<file path="src/cfdd_pkg.sv">
// shared types, codes and constants of the download deframer
package cfdd_pkg;

  localparam int unsigned MaxData = 512;
  localparam int unsigned LenW = ($clog2(MaxData + 1) > 9) ? $clog2(MaxData + 1) : 9;

  localparam logic [7:0] SyncFirst  = 8'hA5;
  localparam logic [7:0] SyncSecond = 8'h5A;

  localparam logic [2:0] CmdNone  = 3'd0;
  localparam logic [2:0] CmdBegin = 3'd1;
  localparam logic [2:0] CmdData  = 3'd2;
  localparam logic [2:0] CmdEnd   = 3'd3;
  localparam logic [2:0] CmdAbort = 3'd4;

  localparam logic [LenW-1:0] BeginLen = LenW'(16);
  localparam logic [LenW-1:0] EndLen   = LenW'(4);
  localparam logic [LenW-1:0] MaxLen   = LenW'(MaxData);

  localparam logic [1:0] RplNone = 2'd0;
  localparam logic [1:0] RplAck  = 2'd1;
  localparam logic [1:0] RplNak  = 2'd2;
  localparam logic [1:0] RplBeat = 2'd3;

  localparam logic [2:0] StNone    = 3'd0;
  localparam logic [2:0] StOk      = 3'd1;
  localparam logic [2:0] StTimeout = 3'd2;
  localparam logic [2:0] StBad     = 3'd3;
  localparam logic [2:0] StSum     = 3'd4;

  localparam logic [2:0] EvNone    = 3'd0;
  localparam logic [2:0] EvBegun   = 3'd1;
  localparam logic [2:0] EvData    = 3'd2;
  localparam logic [2:0] EvDone    = 3'd3;
  localparam logic [2:0] EvAbort   = 3'd4;
  localparam logic [2:0] EvFail    = 3'd5;
  localparam logic [2:0] EvBeginTo = 3'd6;

  localparam logic [1:0] RegByteTo   = 2'd0;
  localparam logic [1:0] RegBeginTo  = 2'd1;
  localparam logic [1:0] RegHbPeriod = 2'd2;

  localparam logic [15:0] ByteToReset   = 16'd1000;
  localparam logic [23:0] BeginToReset  = 24'd600000;
  localparam logic [15:0] HbPeriodReset = 16'd500;

  typedef enum logic [2:0] {
    PhHunt,
    PhSync2,
    PhCmd,
    PhLenLo,
    PhLenHi,
    PhPayload,
    PhSum
  } ph_e;

  typedef struct packed {
    logic [15:0] byte_to;
    logic [23:0] begin_to;
    logic [15:0] hb_period;
  } cfg_t;

  typedef struct packed {
    logic [1:0]  reply_code;
    logic        payload_valid;
    logic [1:0]  payload_kind;
    logic [8:0]  payload_index;
    logic [7:0]  payload_byte;
    logic [2:0]  frame_status;
    logic [2:0]  session_event;
    logic [31:0] bytes_written;
  } res_t;

endpackage

</file>
<file path="src/cfdd_cfg_regs.sv">
// configuration register file of the download deframer
module cfdd_cfg_regs
  import cfdd_pkg::*;
(
  input  logic        clk_i,
  input  logic        rst_ni,
  input  logic        cfg_we_i,
  input  logic [1:0]  cfg_addr_i,
  input  logic [23:0] cfg_wdata_i,
  output cfg_t        cfg_o
);

  cfg_t cfg_q, cfg_d;

  always_comb begin
    cfg_d = cfg_q;
    if (cfg_we_i) begin
      case (cfg_addr_i)
        RegByteTo:   cfg_d.byte_to   = cfg_wdata_i[15:0];
        RegBeginTo:  cfg_d.begin_to  = cfg_wdata_i;
        RegHbPeriod: cfg_d.hb_period = cfg_wdata_i[15:0];
        default:     cfg_d = cfg_q;
      endcase
    end
  end

  always_ff @(posedge clk_i or negedge rst_ni) begin
    if (!rst_ni) begin
      cfg_q.byte_to   <= ByteToReset;
      cfg_q.begin_to  <= BeginToReset;
      cfg_q.hb_period <= HbPeriodReset;
    end else begin
      cfg_q <= cfg_d;
    end
  end

  assign cfg_o = cfg_q;

endmodule

</file>
<file path="src/cfdd_engine.sv">
// deframer, session and timer state with the per-word update logic
module cfdd_engine
  import cfdd_pkg::*;
(
  input  logic       clk_i,
  input  logic       rst_ni,
  input  logic       proc_i,
  input  logic       kind_i,
  input  logic [7:0] rx_byte_i,
  input  cfg_t       cfg_i,
  output res_t       res_o
);

  logic            sess_q, sess_d;
  ph_e             ph_q, ph_d;
  logic [2:0]      cmd_q, cmd_d;
  logic [LenW-1:0] len_q, len_d;
  logic [LenW-1:0] pos_q, pos_d;
  logic [7:0]      sum_q, sum_d;
  logic [15:0]     idle_q, idle_d;
  logic [23:0]     bt_q, bt_d;
  logic [15:0]     hb_q, hb_d;
  logic            hben_q, hben_d;
  logic [31:0]     decl_q, decl_d;
  logic [31:0]     wcnt_q, wcnt_d;
  res_t            res;

  always_comb begin
    logic [15:0]     idle_inc;
    logic [23:0]     bt_inc;
    logic [15:0]     hb_inc;
    logic [15:0]     len16;
    logic [LenW-1:0] pos_inc;
    logic [32:0]     wsum;
    logic            fin;
    logic [2:0]      fin_st;

    sess_d = sess_q;
    ph_d   = ph_q;
    cmd_d  = cmd_q;
    len_d  = len_q;
    pos_d  = pos_q;
    sum_d  = sum_q;
    idle_d = idle_q;
    bt_d   = bt_q;
    hb_d   = hb_q;
    hben_d = hben_q;
    decl_d = decl_q;
    wcnt_d = wcnt_q;
    res    = '0;
    fin    = 1'b0;
    fin_st = StNone;

    idle_inc = (idle_q == 16'hFFFF) ? idle_q : idle_q + 16'd1;
    bt_inc   = (bt_q == 24'hFFFFFF) ? bt_q : bt_q + 24'd1;
    hb_inc   = (hb_q == 16'hFFFF) ? hb_q : hb_q + 16'd1;
    len16    = {rx_byte_i, len_q[7:0]};
    pos_inc  = pos_q + LenW'(1);
    wsum     = {1'b0, wcnt_q} + 33'(len_q);

    if (proc_i) begin
      if (kind_i) begin
        if (!sess_q && bt_inc >= cfg_i.begin_to) begin
          res.session_event = EvBeginTo;
          sess_d = 1'b0;
          ph_d   = PhHunt;
          idle_d = '0;
          bt_d   = '0;
          hb_d   = '0;
          hben_d = 1'b1;
        end else begin
          if (!sess_q) begin
            bt_d = bt_inc;
          end
          idle_d = idle_inc;
          if (idle_inc >= cfg_i.byte_to) begin
            idle_d = '0;
            ph_d   = PhHunt;
            res.frame_status = StTimeout;
            if (sess_q) begin
              res.reply_code    = RplNak;
              res.session_event = EvFail;
              sess_d = 1'b0;
              bt_d   = '0;
              hb_d   = '0;
              hben_d = 1'b1;
            end
          end
          if (!sess_q && hben_q) begin
            hb_d = hb_inc;
            if (hb_inc >= cfg_i.hb_period) begin
              hb_d = '0;
              res.reply_code = RplBeat;
            end
          end
        end
      end else begin
        idle_d = '0;
        case (ph_q)
          PhSync2: begin
            if (rx_byte_i == SyncSecond) begin
              ph_d = PhCmd;
            end else if (rx_byte_i != SyncFirst) begin
              ph_d = PhHunt;
            end
          end
          PhCmd: begin
            sum_d = rx_byte_i;
            pos_d = '0;
            cmd_d = rx_byte_i[2:0];
            if (rx_byte_i == {5'd0, CmdBegin}) begin
              len_d = BeginLen;
              ph_d  = PhPayload;
              if (!sess_q) begin
                decl_d = '0;
              end
            end else if (rx_byte_i == {5'd0, CmdData}) begin
              ph_d = PhLenLo;
            end else if (rx_byte_i == {5'd0, CmdEnd}) begin
              len_d = EndLen;
              ph_d  = PhPayload;
            end else if (rx_byte_i == {5'd0, CmdAbort}) begin
              len_d = '0;
              ph_d  = PhSum;
            end else begin
              cmd_d  = CmdNone;
              fin    = 1'b1;
              fin_st = StBad;
            end
          end
          PhLenLo: begin
            sum_d = sum_q + rx_byte_i;
            len_d = LenW'(rx_byte_i);
            ph_d  = PhLenHi;
          end
          PhLenHi: begin
            sum_d = sum_q + rx_byte_i;
            if (len16 == 16'd0 || 32'(len16) > 32'(MaxData)) begin
              len_d  = len16[LenW-1:0];
              fin    = 1'b1;
              fin_st = StBad;
            end else begin
              len_d = len16[LenW-1:0];
              ph_d  = PhPayload;
            end
          end
          PhPayload: begin
            res.payload_valid = 1'b1;
            res.payload_kind  = 2'(cmd_q - 3'd1);
            res.payload_index = pos_q[8:0];
            res.payload_byte  = rx_byte_i;
            sum_d = sum_q + rx_byte_i;
            if (cmd_q == CmdBegin && !sess_q && pos_q >= LenW'(12) && pos_q < LenW'(16)) begin
              decl_d[{pos_q[1:0], 3'b000} +: 8] = decl_q[{pos_q[1:0], 3'b000} +: 8] | rx_byte_i;
            end
            pos_d = pos_inc;
            if (pos_inc >= len_q) begin
              ph_d = PhSum;
            end
          end
          PhSum: begin
            fin    = 1'b1;
            fin_st = (rx_byte_i == sum_q) ? StOk : StSum;
          end
          default: begin
            ph_d = (rx_byte_i == SyncFirst) ? PhSync2 : PhHunt;
          end
        endcase
      end

      if (fin) begin
        res.frame_status = fin_st;
        ph_d = PhHunt;
        if (!sess_q) begin
          hben_d = 1'b0;
          if (fin_st == StOk && cmd_d == CmdBegin) begin
            sess_d = 1'b1;
            wcnt_d = '0;
            res.reply_code    = RplAck;
            res.session_event = EvBegun;
          end else begin
            res.reply_code = RplNak;
          end
        end else if (fin_st != StOk) begin
          res.reply_code = RplNak;
        end else begin
          case (cmd_d)
            CmdData: begin
              wcnt_d = wsum[32] ? '1 : wsum[31:0];
              res.reply_code    = RplAck;
              res.session_event = EvData;
            end
            CmdEnd, CmdAbort: begin
              if (cmd_d == CmdAbort) begin
                res.reply_code    = RplAck;
                res.session_event = EvAbort;
              end else if (wcnt_q == decl_q) begin
                res.reply_code    = RplAck;
                res.session_event = EvDone;
              end else begin
                res.reply_code    = RplNak;
                res.session_event = EvFail;
              end
              sess_d = 1'b0;
              idle_d = '0;
              bt_d   = '0;
              hb_d   = '0;
              hben_d = 1'b1;
            end
            default: begin
              res.reply_code = RplNak;
            end
          endcase
        end
      end
    end
    res.bytes_written = wcnt_d;
  end

  always_ff @(posedge clk_i or negedge rst_ni) begin
    if (!rst_ni) begin
      sess_q <= 1'b0;
      ph_q   <= PhHunt;
      cmd_q  <= '0;
      len_q  <= '0;
      pos_q  <= '0;
      sum_q  <= '0;
      idle_q <= '0;
      bt_q   <= '0;
      hb_q   <= '0;
      hben_q <= 1'b1;
      decl_q <= '0;
      wcnt_q <= '0;
    end else begin
      sess_q <= sess_d;
      ph_q   <= ph_d;
      cmd_q  <= cmd_d;
      len_q  <= len_d;
      pos_q  <= pos_d;
      sum_q  <= sum_d;
      idle_q <= idle_d;
      bt_q   <= bt_d;
      hb_q   <= hb_d;
      hben_q <= hben_d;
      decl_q <= decl_d;
      wcnt_q <= wcnt_d;
    end
  end

  assign res_o = res;

  a_tick_no_payload: assert property (@(posedge clk_i) disable iff (!rst_ni)
    proc_i && kind_i |-> !res.payload_valid)
    else $error("payload word produced on a tick");

  a_begun_opens: assert property (@(posedge clk_i) disable iff (!rst_ni)
    proc_i && res.session_event == EvBegun |=> sess_q)
    else $error("begun event without session start");

  a_pos_in_frame: assert property (@(posedge clk_i) disable iff (!rst_ni)
    ph_q == PhPayload |-> pos_q < len_q && len_q <= MaxLen)
    else $error("payload position outside frame length");

  a_heartbeat_waiting: assert property (@(posedge clk_i) disable iff (!rst_ni)
    proc_i && res.reply_code == RplBeat |-> !sess_q && hben_q)
    else $error("heartbeat outside idle wait");

endmodule

</file>
<file path="src/checksummed_file_download_deframer.sv">
// top level of the checksummed file download deframer
//
//  port group      dir  content
//  s_axis_*        in   tdata: rx_byte[7:0]; tuser: kind[0]
//  m_axis_*        out  tdata: reply_code, payload_index, payload_byte,
//                       frame_status, session_event, bytes_written
//                       tuser: payload_valid, payload_kind
//  cfg_*           in   write enable, register index, write data
//
// one word per cycle sustained while m_axis_tready is high; a word is held in the input register,
// where the deframer state is updated, and its result sits in the output register
// reset returns to hunting for sync, waiting for begin, config at defaults
// a stalled output blocks the input register only; one more word is still taken
module checksummed_file_download_deframer
  import cfdd_pkg::*;
(
  input  logic        clk_i,
  input  logic        rst_ni,
  input  logic        s_axis_tvalid,
  output logic        s_axis_tready,
  input  logic [7:0]  s_axis_tdata,   // rx_byte[7:0]
  input  logic        s_axis_tuser,   // kind[0]
  output logic        m_axis_tvalid,
  input  logic        m_axis_tready,
  output logic [63:0] m_axis_tdata,   // reply_code[1:0], payload_index[10:2],
                                      // payload_byte[18:11], frame_status[21:19],
                                      // session_event[24:22], bytes_written[56:25]
  output logic [2:0]  m_axis_tuser,   // payload_valid[0], payload_kind[2:1]
  input  logic        cfg_we_i,
  input  logic [1:0]  cfg_addr_i,
  input  logic [23:0] cfg_wdata_i
);

  cfg_t       cfg;
  res_t       res;
  res_t       out_q;
  logic       out_vld_q;
  logic       in_vld_q;
  logic       in_kind_q;
  logic [7:0] in_byte_q;
  logic       adv;
  logic       s_fire;

  assign adv           = !out_vld_q || m_axis_tready;
  assign s_axis_tready = !in_vld_q || adv;
  assign s_fire        = s_axis_tvalid && s_axis_tready;

  cfdd_cfg_regs u_cfg (
    .clk_i       (clk_i),
    .rst_ni      (rst_ni),
    .cfg_we_i    (cfg_we_i),
    .cfg_addr_i  (cfg_addr_i),
    .cfg_wdata_i (cfg_wdata_i),
    .cfg_o       (cfg)
  );

  cfdd_engine u_engine (
    .clk_i     (clk_i),
    .rst_ni    (rst_ni),
    .proc_i    (in_vld_q && adv),
    .kind_i    (in_kind_q),
    .rx_byte_i (in_byte_q),
    .cfg_i     (cfg),
    .res_o     (res)
  );

  always_ff @(posedge clk_i or negedge rst_ni) begin
    if (!rst_ni) begin
      in_vld_q  <= 1'b0;
      out_vld_q <= 1'b0;
    end else begin
      if (s_fire) begin
        in_vld_q <= 1'b1;
      end else if (adv) begin
        in_vld_q <= 1'b0;
      end
      if (adv) begin
        out_vld_q <= in_vld_q;
      end
    end
  end

  always_ff @(posedge clk_i) begin
    if (s_fire) begin
      in_kind_q <= s_axis_tuser;
      in_byte_q <= s_axis_tdata;
    end
    if (adv && in_vld_q) begin
      out_q <= res;
    end
  end

  assign m_axis_tvalid = out_vld_q;
  assign m_axis_tuser  = {out_q.payload_kind, out_q.payload_valid};
  assign m_axis_tdata  = {7'd0, out_q.bytes_written, out_q.session_event,
                          out_q.frame_status, out_q.payload_byte,
                          out_q.payload_index, out_q.reply_code};

endmodule

</file>
<file path="config.mk">
export PLATFORM = sky130hd
export DESIGN_NAME = checksummed_file_download_deframer
export DESIGN_NICKNAME = d
export VERILOG_FILES = /design/src/cfdd_pkg.sv /design/src/cfdd_cfg_regs.sv /design/src/cfdd_engine.sv /design/src/checksummed_file_download_deframer.sv
export SDC_FILE = /design/constraint.sdc
export NUM_CORES = 1
export LEC_CHECK = 0
export BUFFER_PORTS_ARGS = -buffer_cell sky130_fd_sc_hd__buf_2
export CAP_MARGIN = 20
export CORE_MARGIN = 2
export CORE_UTILIZATION = 50
export CTS_CLUSTER_DIAMETER = 120
export DETAILED_ROUTE_END_ITERATION = 6
export GPL_TIMING_DRIVEN = 1
export PLACE_DENSITY = 0.75
export SLEW_MARGIN = 20
export SYNTH_ARGS = -nofsm -noshare
export SYNTH_HDL_FRONTEND = slang
export SYNTH_HIERARCHICAL = 1
export SYNTH_SLANG_ARGS = --single-unit
</file>
<file path="constraint.sdc">
create_clock -name clk_i -period 4.7 [get_ports clk_i]
set_clock_uncertainty 0.05 [all_clocks]
set_input_delay 0.235 -clock clk_i [delete_from_list [all_inputs] [get_ports clk_i]]
set_output_delay 0.235 -clock clk_i [all_outputs]
set_load 0.02 [all_outputs]
</file>
## Word level (Yosys, flattened, before mapping)

Cells that the tools add are included.

- Add/subtract/negate cells: 8
- $lt $le $gt $ge: 7
- Equal/unequal tests: 38
- Shift-type cells: 3
- Mux-type cells: 130
- Bitwise logic cells: 4
- Reduce and logical (&&, ||, !) cells: 33

Operators with widths:

| operator | number |
|---|---|
| $mux 32 | 10 |
| $mux 16 | 19 |
| $mux 24 | 10 |
| $mux 3 | 32 |
| $pmux 32 s2 | 1 |
| $mux 10 | 4 |
| $add 32x10->33 | 1 |
| $add 16x1->16 const B | 2 |
| $bwmux 32 | 1 |
| $eq 16x16->1 const B | 2 |
| $eq 32x32->1 | 1 |
| $ge 16x16->1 | 2 |
| $shift 8x7->32 const A | 1 |
| $shiftx 32x6->8 | 1 |
| $shiftx 8x7->32 | 1 |
| $mux 2 | 15 |
| $pmux 10 s3 | 1 |
| $mux 1 | 26 |
| $add 24x1->24 const B | 1 |
| $eq 24x24->1 const B | 1 |
| $ge 24x24->1 | 1 |
| $mux 20 | 1 |
| $pmux 10 s2 | 1 |
| $pmux 3 s6 | 1 |
| other kinds (52) | 87 |

- Register bits: 283
- Bits of input ports: 40
- Output and inout port bits: 69
- Logic and storage cells: 251

## Longest topological paths before layout

- Word-level depth: 14
- Depth in mapped cells: 19
- Gate-level depth less buffers: 16

## Hierarchy

The synthesis kept the hierarchy.

By module, submodules not included:

| module | times used | cells each | area an instance (um2) | sequential area each (um2) |
|---|---|---|---|---|
| cfdd_engine | 1 | 1479 | 12278.0 | 3905.0 |
| checksummed_file_download_deframer | 1 | 85 | 2232.1 | 2122.0 |
| cfdd_cfg_regs | 1 | 119 | 2145.8 | 1426.4 |

## Least setup slack after synthesis

Ideal clock, no wire load.

- Path type: register -> register
- From: reg u_engine.bt_q[19]
- To: reg u_engine.idle_q[0]
- Setup time: 0.121 ns
- Arrival time: 4.127 ns
- Required time: 4.529 ns
- Setup slack: 0.402 ns
- Cell stages (with the launch flop): 20
- Path buffers: 3
- Period minus slack after synthesis: 4.298 ns
- Cell sequence: dfrtp_1 buf_2 and4_1 and3_1 a31oi_2 and2_1 buf_2 nor3b_1 nand3_1 xnor2_1 ha_1 nand4_1 nor4_1 nand4_1 o21a_1 a21oi_1 nand3b_1 clkbuf_1 o21ai_0 a22o_1

- Cells in the longest elaborated chain, start to end: 10
- Elaborated cells between the ends (all ways): 11
- Classes of those cells: 1 x add/sub; 1 x order compare; 1 x eq/ne; 7 x mux; 1 x reduce/logical

RTL lines:

| element | RTL line | text |
|---|---|---|
| from (decl) | cfdd_engine.sv:21 | `logic [23:0] bt_q, bt_d;` |
| from (signal assigned) | cfdd_engine.sv:242 | `bt_q <= bt_d;` |
| $add 24x1->24 or $eq 24x24->1 (tied branches) | cfdd_engine.sv:55 | `bt_inc = (bt_q == 24'hFFFFFF) ? bt_q : bt_q + 24'd1;` |
| $mux 24 (*) | cfdd_engine.sv:55 |  |
| $ge 24x24->1 (*) | cfdd_engine.sv:63 | `if (!sess_q && bt_inc >= cfg_i.begin_to) begin` |
| $logic_and 1x1->1 (*) | cfdd_engine.sv:63 |  |
| $mux 16 (*) | cfdd_engine.sv:63 |  |
| $mux 16 (*) | cfdd_engine.sv:62 | `if (kind_i) begin` |
| $mux 16 | cfdd_engine.sv:187 | `case (cmd_d)` |
| $mux 16 | cfdd_engine.sv:184 | `end else if (fin_st != StOk) begin` |
| $mux 16 | cfdd_engine.sv:174 | `if (!sess_q) begin` |
| $mux 16 (*) | cfdd_engine.sv:171 | `if (fin) begin` |
| to (signal assigned) | cfdd_engine.sv:241 | `idle_q <= idle_d;` |
| to (decl) | cfdd_engine.sv:20 | `logic [15:0] idle_q, idle_d;` |

Every way passes the cells marked *; elsewhere a longest branch is shown, timed or not.
A chain may end at the register's enable or synchronous reset.

## Worst setup path in the final report

- From: reg u_engine.bt_q[18]
- To: reg u_engine.hb_q[10]

- Cells in the longest elaborated chain, start to end: 10
- Elaborated cells between the ends (all ways): 11
- Classes of those cells: 1 x add/sub; 1 x order compare; 1 x eq/ne; 7 x mux; 1 x reduce/logical

RTL lines:

| element | RTL line | text |
|---|---|---|
| $add 24x1->24 or $eq 24x24->1 (tied branches) | cfdd_engine.sv:55 |  |
| $mux 24 (*) | cfdd_engine.sv:55 |  |
| $ge 24x24->1 (*) | cfdd_engine.sv:63 |  |
| $logic_and 1x1->1 (*) | cfdd_engine.sv:63 |  |
| $mux 16 (*) | cfdd_engine.sv:63 |  |
| $mux 16 (*) | cfdd_engine.sv:62 |  |
| $mux 16 | cfdd_engine.sv:187 |  |
| $mux 16 | cfdd_engine.sv:184 |  |
| $mux 16 | cfdd_engine.sv:174 |  |
| $mux 16 (*) | cfdd_engine.sv:171 |  |
| to (signal assigned) | cfdd_engine.sv:230 | `hb_q <= '0;` |
| to (signal assigned) | cfdd_engine.sv:243 | `hb_q <= hb_d;` |
| to (decl) | cfdd_engine.sv:22 | `logic [15:0] hb_q, hb_d;` |

Marks and branches as above.

==> flow_results.org <==
** Synth
- Synthesis produced 1683 cells.
- Mean cell area of the mapped netlist :: 9.897 µm²
- In this run, synthesis inferred between 60 and 70 flip-flops with an integrated enable.
- Post-Synthesis Cell Area :: about 17000 µm²
- The number of different library cells used by synthesis comes to approximately 90.
- Of all flip-flops after synthesis, the portion carrying an async set or reset was 75.62%.
- Summing the sequential cell areas from Yosys gives 44.75% of the chip area.
- For this run, the number of Yosys warnings is 6.
- In this run, synthesis produced a sequential element count of roughly 280.
- In the synthesized netlist the dominant register cell turns out to be sky130_fd_sc_hd__dfrtp_1.

** Floorplan
- In this run the core area contains 66 standard-cell rows.
- Die area :: 34790 µm²
- From bottom edge to top edge, the die measures 186.5 µm.
- The die is 186.5 µm wide.
- Area of the core :: 32700 µm²
- Effective utilization at floorplan :: 50.93%
- I/O pin count :: 109

** Routing
- Residual antenna-violating net count after detailed routing :: 0
- After detailed routing, the average wire length per cell comes to 19.00 µm.
- In the routed layout, each cell is associated on average with a via count of 5.927.
- After detailed routing, the number of remaining DRC violations is 0.
- Across all layers, the routed design uses 13626 vias.
- TritonRoute pass-1 iters :: 6
- Starting DRT DRC Count :: roughly 1100
- Total wirelength of the detailed-routed design :: 43.68 mm

** Job
- The tool flagged a number of max-cap violations equal to 0.

** GRT
- Wire length of the first global-routing pass :: 70.37 mm
- Maximum number of pins on one net before global-route repair :: 112
- Across every metal layer, demand over resource in global routing totals 24.83%.
- The via count of the first global-routing pass is 13355.
- After global routing the overflow that remains totals 0.
- The number of antenna violations at the first check in global routing came to 0.

** Timing
- Clock period minus worst slack :: about 4.5 ns
- Worst relative slew slack :: 29.91%
- Final max-slew violation count :: 0
- Final total negative setup slack :: 0 ns
- Worst-case hold slack :: 0.1384 ns
- The count of endpoints failing hold in the final timing report was 0.
- Derived from the worst setup path, the maximum achievable clock frequency is ~0.22 GHz.
- Total setup violations reported at the end of the flow :: 0
- In the finished design, the share of the clock period the worst path needs comes to 94.87%.
- At the pin with the least slew margin, the transition time is 1.044 ns.

** Power
- Leakage Power :: ~8.4 nW
- The analysis attributes to net switching a power of between 0.0015 and 0.002 W.
- In this run, the clock network consumes 42.2% of the power.
- Of the total power, combinational logic draws 11.4%.
- Max VDD drop :: 0.2799 mV
- Switching fraction of total power :: 25.21%
- In this run the power density over the cells is 313.2 nW/µm².
- Summing internal, switching and leakage power gives 0.006015 W.
- Cell internal power was estimated by the tool at ~0.0045 W.
- Part of the power in registers :: 46.4%

** CTS
- Reg clk slew, reported paths :: 0.06 ns
- TritonCTS Buffers :: 31
- For this design, the sink count on the clock tree is 283.
- TritonCTS built the clock tree.
- No sink is reached through more buffers than the 3 on the longest clock path.
- CTS built an H-tree with a depth of 1.
- Buffer cell driving the clock tree root :: sky130_fd_sc_hd__clkbuf_16
- Clock latency of the later-clocked register in the worst-skew pair :: 0.58 ns

** Setup path
- STA classifies the critical path startpoint as a flip-flop.
- In this run the worst path has a maximum fanout of 12.
- Slowest cell on the critical path :: sky130_fd_sc_hd__dfrtp_1
- STA puts the critical path data required time at 5.15 ns.
- Traced cell by cell, the critical path runs through and3_1, and3_1, a31oi_2, and2_2, nand3_1, nor2_1, xor2_1, ha_1, nand4_1, nor3_1, a22oi_1, and2_1, nand3_1, buf_4, a2111oi_2, buf_4, a22o_1.
- By startpoint and endpoint, the worst setup path is classified as flip-flop to flip-flop.
- Max stage delay on crit path :: roughly 0.43 ns
- Worst setup EP type :: flip-flop
- Data arrival time of the worst path :: 4.91 ns

** Finish
- Utilization of the core after routing :: approximately three fifths
- Final Cell Area :: 19210 µm²
- From synthesis to final layout, the design area changed by 15.31%.
- The library cell used most frequently in the layout, excluding fill and tap cells, is sky130_fd_sc_hd__dfrtp_1.
- In the layout the commonest cells are sky130_fd_sc_hd__dfrtp_1, sky130_fd_sc_hd__nand2_1, sky130_fd_sc_hd__o21ai_0.
- The repair_antennas step left the layout with diodes totalling 0.
- Share of layout cells above drive strength 1 :: between 10% and 20%
- In the final design database the tool counted 1967 nets.

** Worst hold path
- Min-delay worst type :: input port to flip-flop

** Place
- Gp weighted congestion :: about 0.9
- The placed instances occupy a cell area of 17700 µm².
- Number of buffers inserted by port buffering :: 101
- Summed over all nets, the half-perimeter wirelength after detailed placement is 30.85 mm.

** Run status
- The run finished with clean final reports.
==> sequential cells by signal, summed over array words and instances, names as in the netlist <==
name / flops
in_vld_q: 1
u_engine/pos_q: 10
in_byte_q: 8
u_engine/ph_q: 3
u_engine/hb_q: 16
u_engine/hben_q: 1
u_cfg/cfg_o: 56
m_axis_tdata: 57
u_engine/bt_q: 24
u_engine/decl_q: 32
u_engine/cmd_q: 3
in_kind_q: 1
m_axis_tvalid: 1
u_engine/sess_q: 1
u_engine/len_q: 10
m_axis_tuser: 3
u_engine/idle_q: 16
u_engine/sum_q: 8
u_engine/wcnt_q: 32
==> worst max-delay path, delay by kind of cell (launching register included) <==
kind	cells	cell delay, ns
xor gates and xnor gates	1	0.23
AOI/OAI and AO/OA	4	1.10
buffers and inverters	2	0.48
and+or+nand+nor	9	1.81
adders and majority gates	1	0.28
DFF	1	0.43
==> logic make-up (layout without fill, tap and decap cells) <==
group	count (synthesis)	in the layout	share of synthesized area, %
XOR/XNOR	94	94	4.943
AO/OA/AOI/OAI	402	402	15.72
buffers and inverters	190	358	4.800
other	1	7	0.02251
adder cells (fa/ha/maj)	95	95	7.227
multiplexers	77	77	5.694
flip-flops	283	283	44.75
AND/OR/NAND/NOR	541	541	16.84
==> synthesized netlist by cell type, drive strengths merged, types with 36 or more instances <==
cell type / instances / area (µm²)
a21oi: 79 / 395.4
o21ai: 140 / 704.4
xnor2: 74 / 648.1
inv: 123 / 461.7
ha: 93 / 1164
nor2: 98 / 367.9
nand4: 36 / 225.2
clkbuf: 40 / 161.4
edfxtp: 69 / 2072
a22o: 45 / 394.1
nand3: 85 / 430.4
and3: 38 / 242.7
dfrtp: 193 / 4830
mux2: 62 / 698.2
nand2: 140 / 525.5
==> stage by stage <==
stage	worst slack, ns	instances
floorplan	0.4019	1689
global placement	0.2169	2201
detailed placement	0.07628	2201
CTS	0.03373	2296
global route	-0.01456	2299
finish	0.2410	2299
==> layout make-up <==
| type | count | area [µm²] |
|---|---|---|
| Clock buffer | 47 | 928.4 |
| Clock inverter | 11 | 143.9 |
| Fill cell | 2758 | 13500 |
| Inverter | 124 | 465.4 |
| Multi-Input combinational cell | 1216 | 8478 |
| Sequential cell | 283 | 7455 |
| Tap cell | 442 | 553.0 |
| Timing Repair Buffer | 176 | 1182 |
==> power by group through the flow <==
stage | Clock (W) | Sequential [W] | Combinational [W]
after floorplan | 0 | 0.00284 | 0.000405
after global placement | 0 | 0.00283 | 0.000629
after detailed placement | 0 | 0.00283 | 0.000654
after CTS | 0.00258 | 0.00279 | 0.000682
after global routing | 0.00269 | 0.00281 | 0.000765
final | 0.00254 | 0.00279 | 0.000685
==> worst paths after layout <==
check	slack [ns]	to	startpoint	cells past startpoint
hold reg to reg	0.44	u_engine/sum_q[6]	u_engine/sum_q[6]	2
min in group asynchronous	0.22	u_cfg/cfg_o[38]	rst_ni	2
hold / removal	0.14	u_cfg/cfg_o[51]	cfg_addr_i[0]	3
setup / recovery	0.24	u_engine/hb_q[10]	u_engine/bt_q[18]	17
max in group asynchronous	3.24	u_engine/wcnt_q[27]	rst_ni	3
setup reg to reg	0.24	u_engine/hb_q[10]	u_engine/bt_q[18]	17
==> metal layers <==
metal,vias to the layer above,global-route usage (%),routed length [µm]
met5,-,0,0
met4,0,9.585,1511
met3,99,4.420,3282
met2,579,39.52,20020
met1,6566,33.97,18860
li1,6382,-,-
==> repair_timing <==
| item | in CTS | in global routing |
|---|---|---|
| gates resized for setup | 0 | 9 |
| endpoints found under the hold margin | 153 | 0 |
| endpoints found under the setup margin | 0 | 36 |
| hold buffers | 37 | 0 |
| buffers inserted | 0 | 3 |
Power figures use the tool's default switching activity.
